`config.mk`:
```
export PLATFORM = sky130hd
export DESIGN_NAME = scan_tear_detector
export DESIGN_NICKNAME = d
export VERILOG_FILES = /design/src/hw/rtl/scantd_pkg.sv /design/src/hw/rtl/scan_tear_detector.sv /design/src/hw/rtl/scantd_cfg.sv /design/src/hw/rtl/scantd_div.sv
export VERILOG_INCLUDE_DIRS = /design/src /design/src/hw/rtl
export SDC_FILE = /design/constraint.sdc
export NUM_CORES = 2
export LEC_CHECK = 0
export ABC_CLOCK_PERIOD_IN_PS = 14350
export BUFFER_PORTS_ARGS = -buffer_cell sky130_fd_sc_hd__buf_2
export CORE_MARGIN = 1.5
export CORE_UTILIZATION = 56
export CTS_BUF_LIST = sky130_fd_sc_hd__clkbuf_4 sky130_fd_sc_hd__clkbuf_8 sky130_fd_sc_hd__clkbuf_16
export DETAILED_ROUTE_END_ITERATION = 8
export HOLD_SLACK_MARGIN = 0.15
export PLACE_DENSITY = 0.85
export SETUP_SLACK_MARGIN = 0.1
export SYNTH_ARGS = -nofsm -noshare
export SYNTH_HDL_FRONTEND = slang
export SYNTH_SLANG_ARGS = --single-unit
```
`constraint.sdc`:
```
create_clock -name clk -period 14.35 [get_ports clk]
set_clock_uncertainty 0.15 [all_clocks]
set_input_delay 2.1525 -clock clk [delete_from_list [all_inputs] [get_ports clk]]
set_output_delay 2.1525 -clock clk [all_outputs]
set_load 0.02 [all_outputs]
```
`src/hw/rtl/scan_tear_detector_assert.svh`:
```
// Assertion helpers for the scan tear detector; expect clk and rst in scope.
`ifndef SCAN_TEAR_DETECTOR_ASSERT_SVH
`define SCAN_TEAR_DETECTOR_ASSERT_SVH

// Consequent must hold in the same cycle as the antecedent.
`define SCANTD_ASSERT_NOW(label, ante, cons) \
  label: assert property (@(posedge clk) disable iff (rst) (ante) |-> (cons)) \
    else $error("scan tear detector check failed");

// Consequent must hold in the cycle after the antecedent.
`define SCANTD_ASSERT_NEXT(label, ante, cons) \
  label: assert property (@(posedge clk) disable iff (rst) (ante) |=> (cons)) \
    else $error("scan tear detector check failed");

`endif

```
`src/hw/rtl/scantd_pkg.sv`:
```
`default_nettype none
package scantd_pkg;

  localparam int LINE_W   = 12;
  localparam int PERIOD_W = 24;
  localparam int COUNT_W  = 32;
  localparam int PROD_W   = LINE_W + PERIOD_W;
  localparam int APB_AW   = 4;
  localparam int APB_DW   = 32;

  localparam logic [LINE_W-1:0]   LINES_RESET     = 12'd516;
  localparam logic [PERIOD_W-1:0] MIN_DELTA_RESET = 24'd1000;
  localparam logic [PERIOD_W-1:0] MAX_DELTA_RESET = 24'd200000;

  localparam logic CMD_VSYNC = 1'b0;
  localparam logic CMD_FLUSH = 1'b1;

  typedef enum logic [1:0] {
    REG_LINES     = 2'd0,
    REG_MIN_DELTA = 2'd1,
    REG_MAX_DELTA = 2'd2
  } reg_idx_t;

  typedef struct packed {
    logic [LINE_W-1:0]   lines;
    logic [PERIOD_W-1:0] min_delta;
    logic [PERIOD_W-1:0] max_delta;
  } cfg_t;

  typedef struct packed {
    logic busy;
    logic done;
  } div_stat_t;

endpackage
`default_nettype wire

```
`src/hw/rtl/scan_tear_detector.sv`:
```
// Scan tear detector.
// Input channel (in_valid/in_ready) takes one request: cmd 0 is a vsync event
// with vsync_time, cmd 1 is a flush check with flush_start, flush_end and the
// row span row_first..row_last. Each request gives one result on the output
// channel (out_valid/out_ready): tore, period_estimate and vsync_total.
// A vsync passes through a subtract and an update state. A flush check with
// a known period makes two scan line lookups, each a modulo and a division
// on the shared restoring divider at one quotient bit a cycle. A flush
// lasting a full period or with no period known skips the lookups. One
// request is in flight at a time; in_ready is high only while the
// sequencer is idle.
// The result sits in an output register, so in_ready returns as soon as the
// result is loaded; if the receiver stalls with a result pending, the next
// request is worked and then waits for the output register to free.
// The APB port sets lines_per_frame (0x0), min_delta_us (0x4) and
// max_delta_us (0x8); write it only while the block is idle.
// Synchronous reset clears the period (unknown), the last vsync time, the
// vsync count and any pending result, and restores the register defaults.
`default_nettype none
module scan_tear_detector
  import scantd_pkg::*;
#(
  parameter int TIME_WIDTH = 48
) (
  input  wire logic                  clk,
  input  wire logic                  rst,
  input  wire logic                  psel,
  input  wire logic                  penable,
  input  wire logic                  pwrite,
  input  wire logic [APB_AW-1:0]     paddr,
  input  wire logic [APB_DW-1:0]     pwdata,
  output logic      [APB_DW-1:0]     prdata,
  output logic                       pready,
  input  wire logic                  in_valid,
  output logic                       in_ready,
  input  wire logic                  cmd,
  input  wire logic [TIME_WIDTH-1:0] vsync_time,
  input  wire logic [TIME_WIDTH-1:0] flush_start,
  input  wire logic [TIME_WIDTH-1:0] flush_end,
  input  wire logic [LINE_W-1:0]     row_first,
  input  wire logic [LINE_W-1:0]     row_last,
  output logic                       out_valid,
  input  wire logic                  out_ready,
  output logic                       tore,
  output logic      [PERIOD_W-1:0]   period_estimate,
  output logic      [COUNT_W-1:0]    vsync_total
);

  `include "scan_tear_detector_assert.svh"

  localparam int DIV_W = (TIME_WIDTH > PROD_W) ? TIME_WIDTH : PROD_W;

  typedef enum logic [3:0] {
    S_IDLE, S_VSUB, S_VUPD, S_DSUB, S_DCMP, S_ISUB, S_MSTART,
    S_MWAIT, S_MUL, S_QSTART, S_QWAIT, S_CMP, S_DONE
  } state_t;

  state_t state;
  cfg_t   cfg;

  logic [TIME_WIDTH-1:0] time_a;
  logic [TIME_WIDTH-1:0] time_b;
  logic [LINE_W-1:0]     y1;
  logic [LINE_W-1:0]     y2;
  logic [TIME_WIDTH-1:0] last_vsync;
  logic [PERIOD_W-1:0]   frame_period;
  logic [COUNT_W-1:0]    vsync_counter;
  logic                  tore_r;
  logic                  sel;
  logic [TIME_WIDTH:0]   diff;
  logic [PERIOD_W-1:0]   into;
  logic [PROD_W-1:0]     prod;
  logic [LINE_W-1:0]     line0;
  logic [LINE_W-1:0]     line1;

  logic [TIME_WIDTH-1:0] sub_a;
  logic [TIME_WIDTH-1:0] sub_b;
  logic                  borrow;
  logic                  diff_hi;
  logic [PERIOD_W-1:0]   diff_lo;
  logic [PERIOD_W+2:0]   avg_sum;
  logic                  div_start;
  logic [DIV_W-1:0]      div_dividend;
  div_stat_t             div_stat;
  logic [DIV_W-1:0]      div_quot;
  logic [PERIOD_W-1:0]   div_rem;

  scantd_cfg u_cfg (
    .clk     (clk),
    .rst     (rst),
    .psel    (psel),
    .penable (penable),
    .pwrite  (pwrite),
    .paddr   (paddr),
    .pwdata  (pwdata),
    .prdata  (prdata),
    .pready  (pready),
    .cfg     (cfg)
  );

  scantd_div #(
    .DIV_W (DIV_W)
  ) u_div (
    .clk      (clk),
    .rst      (rst),
    .start    (div_start),
    .dividend (div_dividend),
    .divisor  (frame_period),
    .stat     (div_stat),
    .quot     (div_quot),
    .rem      (div_rem)
  );

  assign in_ready = (state == S_IDLE);

  // Shared wide subtractor operands.
  always_comb begin
    unique case (state)
      S_DSUB: begin
        sub_a = time_b;
        sub_b = time_a;
      end
      S_ISUB: begin
        sub_a = sel ? time_b : time_a;
        sub_b = last_vsync;
      end
      default: begin
        sub_a = time_a;
        sub_b = last_vsync;
      end
    endcase
  end

  assign borrow  = diff[TIME_WIDTH];
  assign diff_hi = |diff[TIME_WIDTH-1:PERIOD_W];
  assign diff_lo = diff[PERIOD_W-1:0];
  assign avg_sum = {frame_period, 3'b000} - {3'b000, frame_period} + {3'b000, diff_lo};

  assign div_start    = (state == S_MSTART) || (state == S_QSTART);
  // Clamp a time before the last vsync to zero.
  assign div_dividend = (state == S_MSTART)
                      ? (borrow ? '0 : DIV_W'(diff[TIME_WIDTH-1:0]))
                      : DIV_W'(prod);

  always_ff @(posedge clk) begin
    if (rst) begin
      state         <= S_IDLE;
      last_vsync    <= '0;
      frame_period  <= '0;
      vsync_counter <= '0;
      out_valid     <= 1'b0;
    end else begin
      // Drop the taken result unless a new one is loaded at this edge.
      if (out_valid && out_ready && state != S_DONE) begin
        out_valid <= 1'b0;
      end
      unique case (state)
        S_IDLE: begin
          if (in_valid) begin
            time_a <= (cmd == CMD_FLUSH) ? flush_start : vsync_time;
            time_b <= flush_end;
            y1     <= row_first;
            y2     <= row_last;
            tore_r <= 1'b0;
            sel    <= 1'b0;
            if (cmd == CMD_VSYNC) begin
              state <= S_VSUB;
            end else if (frame_period == '0) begin
              state <= S_DONE;
            end else begin
              state <= S_DSUB;
            end
          end
        end
        S_VSUB: begin
          diff  <= {1'b0, sub_a} - {1'b0, sub_b};
          state <= S_VUPD;
        end
        S_VUPD: begin
          if (!borrow && !diff_hi && diff_lo > cfg.min_delta && diff_lo < cfg.max_delta) begin
            frame_period <= (frame_period == '0) ? diff_lo : avg_sum[PERIOD_W+2:3];
          end
          last_vsync    <= time_a;
          vsync_counter <= vsync_counter + COUNT_W'(1);
          state         <= S_DONE;
        end
        S_DSUB: begin
          diff  <= {1'b0, sub_a} - {1'b0, sub_b};
          state <= S_DCMP;
        end
        S_DCMP: begin
          if (!borrow && (diff_hi || diff_lo >= frame_period)) begin
            tore_r <= 1'b1;
            state  <= S_DONE;
          end else begin
            state <= S_ISUB;
          end
        end
        S_ISUB: begin
          diff  <= {1'b0, sub_a} - {1'b0, sub_b};
          state <= S_MSTART;
        end
        S_MSTART: state <= S_MWAIT;
        S_MWAIT: begin
          if (div_stat.done) begin
            into  <= div_rem;
            state <= S_MUL;
          end
        end
        S_MUL: begin
          prod  <= PROD_W'(into) * PROD_W'(cfg.lines);
          state <= S_QSTART;
        end
        S_QSTART: state <= S_QWAIT;
        S_QWAIT: begin
          if (div_stat.done) begin
            if (sel) begin
              line1 <= div_quot[LINE_W-1:0];
              state <= S_CMP;
            end else begin
              line0 <= div_quot[LINE_W-1:0];
              sel   <= 1'b1;
              state <= S_ISUB;
            end
          end
        end
        S_CMP: begin
          // Swept lines wrap through vsync when the end line is below the start line.
          if (line0 <= line1) begin
            tore_r <= !(line1 < y1 || line0 > y2);
          end else begin
            tore_r <= (line0 <= y2) || (line1 >= y1);
          end
          state <= S_DONE;
        end
        S_DONE: begin
          if (!out_valid || out_ready) begin
            out_valid       <= 1'b1;
            tore            <= tore_r;
            period_estimate <= frame_period;
            vsync_total     <= vsync_counter;
            state           <= S_IDLE;
          end
        end
        default: state <= S_IDLE;
      endcase
    end
  end

  `SCANTD_ASSERT_NEXT(a_accept_blocks, in_valid && in_ready, !in_ready)
  `SCANTD_ASSERT_NOW(a_div_done_waited, div_stat.done, state == S_MWAIT || state == S_QWAIT)
  `SCANTD_ASSERT_NOW(a_idle_div_free, in_ready, !div_stat.busy)
  `SCANTD_ASSERT_NOW(a_no_tear_unknown, out_valid && period_estimate == '0, !tore)
  `SCANTD_ASSERT_NEXT(a_vsync_counts, state == S_VUPD,
                      vsync_counter == $past(vsync_counter) + COUNT_W'(1))

endmodule
`default_nettype wire

```
`src/hw/rtl/scantd_cfg.sv`:
```
`default_nettype none
module scantd_cfg
  import scantd_pkg::*;
(
  input  wire logic              clk,
  input  wire logic              rst,
  input  wire logic              psel,
  input  wire logic              penable,
  input  wire logic              pwrite,
  input  wire logic [APB_AW-1:0] paddr,
  input  wire logic [APB_DW-1:0] pwdata,
  output logic      [APB_DW-1:0] prdata,
  output logic                   pready,
  output cfg_t                   cfg
);

  reg_idx_t idx;
  logic     wr;

  assign idx    = reg_idx_t'(paddr[3:2]);
  assign pready = 1'b1;
  assign wr     = psel && penable && pwrite && pready;

  always_ff @(posedge clk) begin
    if (rst) begin
      cfg.lines     <= LINES_RESET;
      cfg.min_delta <= MIN_DELTA_RESET;
      cfg.max_delta <= MAX_DELTA_RESET;
    end else if (wr) begin
      unique case (idx)
        REG_LINES:     cfg.lines     <= pwdata[LINE_W-1:0];
        REG_MIN_DELTA: cfg.min_delta <= pwdata[PERIOD_W-1:0];
        REG_MAX_DELTA: cfg.max_delta <= pwdata[PERIOD_W-1:0];
        default: ;
      endcase
    end
  end

  always_comb begin
    unique case (idx)
      REG_LINES:     prdata = APB_DW'(cfg.lines);
      REG_MIN_DELTA: prdata = APB_DW'(cfg.min_delta);
      REG_MAX_DELTA: prdata = APB_DW'(cfg.max_delta);
      default:       prdata = '0;
    endcase
  end

endmodule
`default_nettype wire

```
`src/hw/rtl/scantd_div.sv`:
```
`default_nettype none
module scantd_div
  import scantd_pkg::*;
#(
  parameter int DIV_W = 48
) (
  input  wire logic                clk,
  input  wire logic                rst,
  input  wire logic                start,
  input  wire logic [DIV_W-1:0]    dividend,
  input  wire logic [PERIOD_W-1:0] divisor,
  output div_stat_t                stat,
  output logic      [DIV_W-1:0]    quot,
  output logic      [PERIOD_W-1:0] rem
);

  localparam int CNT_W = $clog2(DIV_W + 1);

  logic [CNT_W-1:0]    cnt;
  logic [PERIOD_W-1:0] den;
  logic [PERIOD_W:0]   shifted;
  logic [PERIOD_W:0]   trial;
  logic                ge;

  // One quotient bit per cycle: shift the next dividend bit into the remainder.
  assign shifted = {rem, quot[DIV_W-1]};
  assign trial   = shifted - {1'b0, den};
  assign ge      = shifted >= {1'b0, den};

  always_ff @(posedge clk) begin
    if (rst) begin
      stat <= '0;
      cnt  <= '0;
    end else begin
      stat.done <= 1'b0;
      if (start) begin
        stat.busy <= 1'b1;
        cnt       <= CNT_W'(DIV_W);
        quot      <= dividend;
        rem       <= '0;
        den       <= divisor;
      end else if (stat.busy) begin
        rem  <= ge ? trial[PERIOD_W-1:0] : shifted[PERIOD_W-1:0];
        quot <= {quot[DIV_W-2:0], ge};
        cnt  <= cnt - CNT_W'(1);
        if (cnt == CNT_W'(1)) begin
          stat.busy <= 1'b0;
          stat.done <= 1'b1;
        end
      end
    end
  end

endmodule
`default_nettype wire

```
==> impl_metrics.tcl <==
set metrics [dict create \
    cp_top_family "adder cells" \
    port_buffers 284 \
    synth.distinct_cells 84 \
    drtIter0Drc 2677 \
    instances_no_fill 5164 \
    r2r_start "u_cfg.cfg[53]" \
    r2r_slack_ns 7.17 \
    clock_sinks 585 \
    routabilityCongestion 0.944 \
    internal_power_uw 3730 \
    hold_buffers 0 \
    cp_slowest_cell "dfxtp_1" \
    layout-drive-gt1-share 0.135 \
    grt_max_degree 107 \
    die_h_um 270 \
    synth_area_leaders "edfxtp_1 31%, fa_1 12%, dfxtp_1 8.9%" \
    synth-async-reset-ratio 0 \
    cp.depth 19 \
    start_util 0.568 \
    irDropWorstVdd_uv 117 \
    final.min_clock_period_ns 7.18 \
    overflow 0 \
    relSlewSlack 0.206 \
    cts.path.max_buffers 3 \
    r2r-end "prod[35]" \
    finalSetupViolations 0 \
    crit_fanout 26 \
    hp-class "register to register" \
    path_clk_slew_ns 0.07 \
    synth_edf_count 408 \
    synth_seq_area_share 0.396 \
    fin_nets 4910 \
    first_pass_iters 8 \
    synth_area_per_cell_um2 10.0 \
    ant_nets 0 \
    drt_wl_total_mm 99.4 \
    period_share 0.500 \
    cp_common_cell "fa_1" \
    die_area_um2 72800 \
    grt_usage 0.272 \
    p_sw_frac 0.328 \
    dp_cells 5051 \
    cts_resized 0 \
    worstPathCellList "nand2_1 > fa_1 > inv_1 > fa_1 > inv_1 > fa_1 > fa_1 > fa_1 > inv_1 > ha_1 > o21ai_0 > nand2_1 > nor4b_1 > o2111ai_1 > a31oi_1 > a2111oi_0 > or3_1 > o21ai_0 > xnor2_1" \
    final_core_util 0.630 \
    rsz0062_at_grt "no" \
    viasPerCell 5.82 \
    fmax_mhz 139 \
    dpl.hpwl_mm 72.0 \
    power_frac_clock 0.303 \
    combPwrFrac 0.295 \
    pin_count 304 \
    syn_inst 3974 \
    grt_pass1_vias 30179 \
    vias 30055 \
    drv_slew 0 \
    ys.flop_type "edfxtp_1" \
    stdcell_area_um2 44300 \
    tns_ns 0 \
    post-cts-setup-buffers 0 \
    drc 0 \
    cap_violations 0 \
    end_kind "register" \
    setup.worst_path.start "u_cfg.cfg[53]" \
    power.density_nw_per_um2 125 \
    numCtsBuffers 60 \
    die_width_um 270 \
    synth_largest_area_cell "edfxtp_1" \
    max_stage_delay_ns 1.08 \
    worst_setup_path_start_kind "register" \
    syn_area_um2 39900 \
    yosysWarnings 0 \
    dpl_cell_area_um2 42100 \
    antenna_found_initial 0 \
    grt_pass1_wl_mm 159 \
    crit_end "prod[35]" \
    critPathKind "register to register" \
    power.leakage_uw 0.0183 \
    yosys.area.top_type_share 0.307 \
    worst_slew_pin_slew_ns 1.19 \
    clk_latency_ns 0.64 \
    wl_per_cell_um 19.2 \
    worstPathRequired_ns 14.56 \
    areaGrowthSynthToFinish_pct 11.1 \
    status "completed" \
    cts_root_buf "clkbuf_16" \
    fp-row-count 97 \
    ys_seq_elements 585 \
    seq_power_share 0.402 \
    core_area_um2 70300 \
    htreeDepth 2 \
    ff2ff_path_depth 19 \
    switching_power_uw 1820 \
    cts_tree "yes" \
    critPathArrivalTime_ns 7.38 \
    cp.buffers_inverters 3 \
    hold_violations 0 \
]
[metal layers]
layer,up-vias,share of wire,track usage
met5,-,0,0
met4,0,0.054,0.135
met3,295,0.080,0.0430
met2,1338,0.48,0.457
met1,14448,0.38,0.341
li1,13974,-,-
[worst reg2reg max path: cells and delay by family (launching register included)]
kind,cells,cell delay [ns]
DFF,1,1.08
and+or+nand+nor,4,1.06
AOI/OAI and AO/OA,5,1.31
adders and majority gates,6,3.07
buffers and inverters,3,0.16
xor gates and xnor gates,1,0.10
[cell usage after synthesis, types with 96 or more instances]
cell type    n
a21oi_1    288
and2_1      96
clkbuf_1   163
dfxtp_1    177
edfxtp_1   408
fa_1       243
ha_1       282
inv_1      490
mux2_2      96
nand2_1    540
nor2_1     200
o21ai_0    125
[logic make-up (layout without fill, tap and decap cells)]
kind of cell,Yosys count,in the layout,share of synthesized area
buf+inv,677,919,0.0649
mux,187,187,0.0499
xor+xnor,144,144,0.0316
compound gates,716,716,0.115
fa+ha+maj,525,525,0.210
simple gates,1138,1138,0.132
other cells,2,10,0.000188
flops,585,585,0.396
[final cells by class]
cell class	instances	area, um2
Inverter	490	1840
Multi-Input combinational cell	2719	21600
Tap cell	940	1180
Antenna cell	1	2.50
Sequential cell	585	15800
Timing Repair Buffer	317	1680
Clock buffer	87	1850
Clock inverter	25	309
Fill cell	5254	26000
[cell usage in the layout, fill, tap and decap left out, types with 125 or more instances in the layout]
cell      Yosys  layout
nand2_1     540     540
inv_1       490     490
edfxtp_1    408     408
a21oi_1     288     287
buf_2         2     283
ha_1        282     282
fa_1        243     243
nor2_1      200     196
dfxtp_1     177     177
o21ai_0     125     125
[sequential cells by signal, summed over array words and instances, names as in the netlist, 24 cells and up]
signal	count
u_cfg.cfg	60
diff	49
last_vsync	48
time_a	48
time_b	48
u_div.quot	48
prod	36
vsync_counter	32
vsync_total	32
frame_period	24
into	24
period_estimate	24
u_div.den	24
u_div.rem	24
[worst min-delay path by stage]
stage	from	slack (ns)	end	cells after the start
detailed placement	tore_r	0.27	tore	0
finish	tore_r	0.28	tore	0
global route	tore_r	0.28	tore	0
CTS	tore_r	0.29	tore	0
global placement	tore_r	0.25	tore	0
floorplan	tore_r	0.25	tore	0
[power groups by stage]
stage               Combinational [uW]  Sequential (uW)  Clock, uW
floorplan                         1240             2210          0
finish                            1640             2230       1680
CTS                               1620             2220       1700
global route                      1810             2240       1760
global placement                  1550             2250          0
detailed placement                1590             2250          0
[stage by stage]
step / setup WS [ns] / power (uW) / hold WS [ns]
6_report: 7.17 / 5550 / 0.285
5_1_grt: 6.72 / 5810 / 0.284
4_1_cts: 7.18 / 5540 / 0.286
3_5_place_dp: 7.22 / 3850 / 0.269
3_3_place_gp: 7.33 / 3790 / 0.254
2_1_floorplan: 4.50 / 3450 / 0.250
Note: power is estimated with default switching activity, not from simulation.
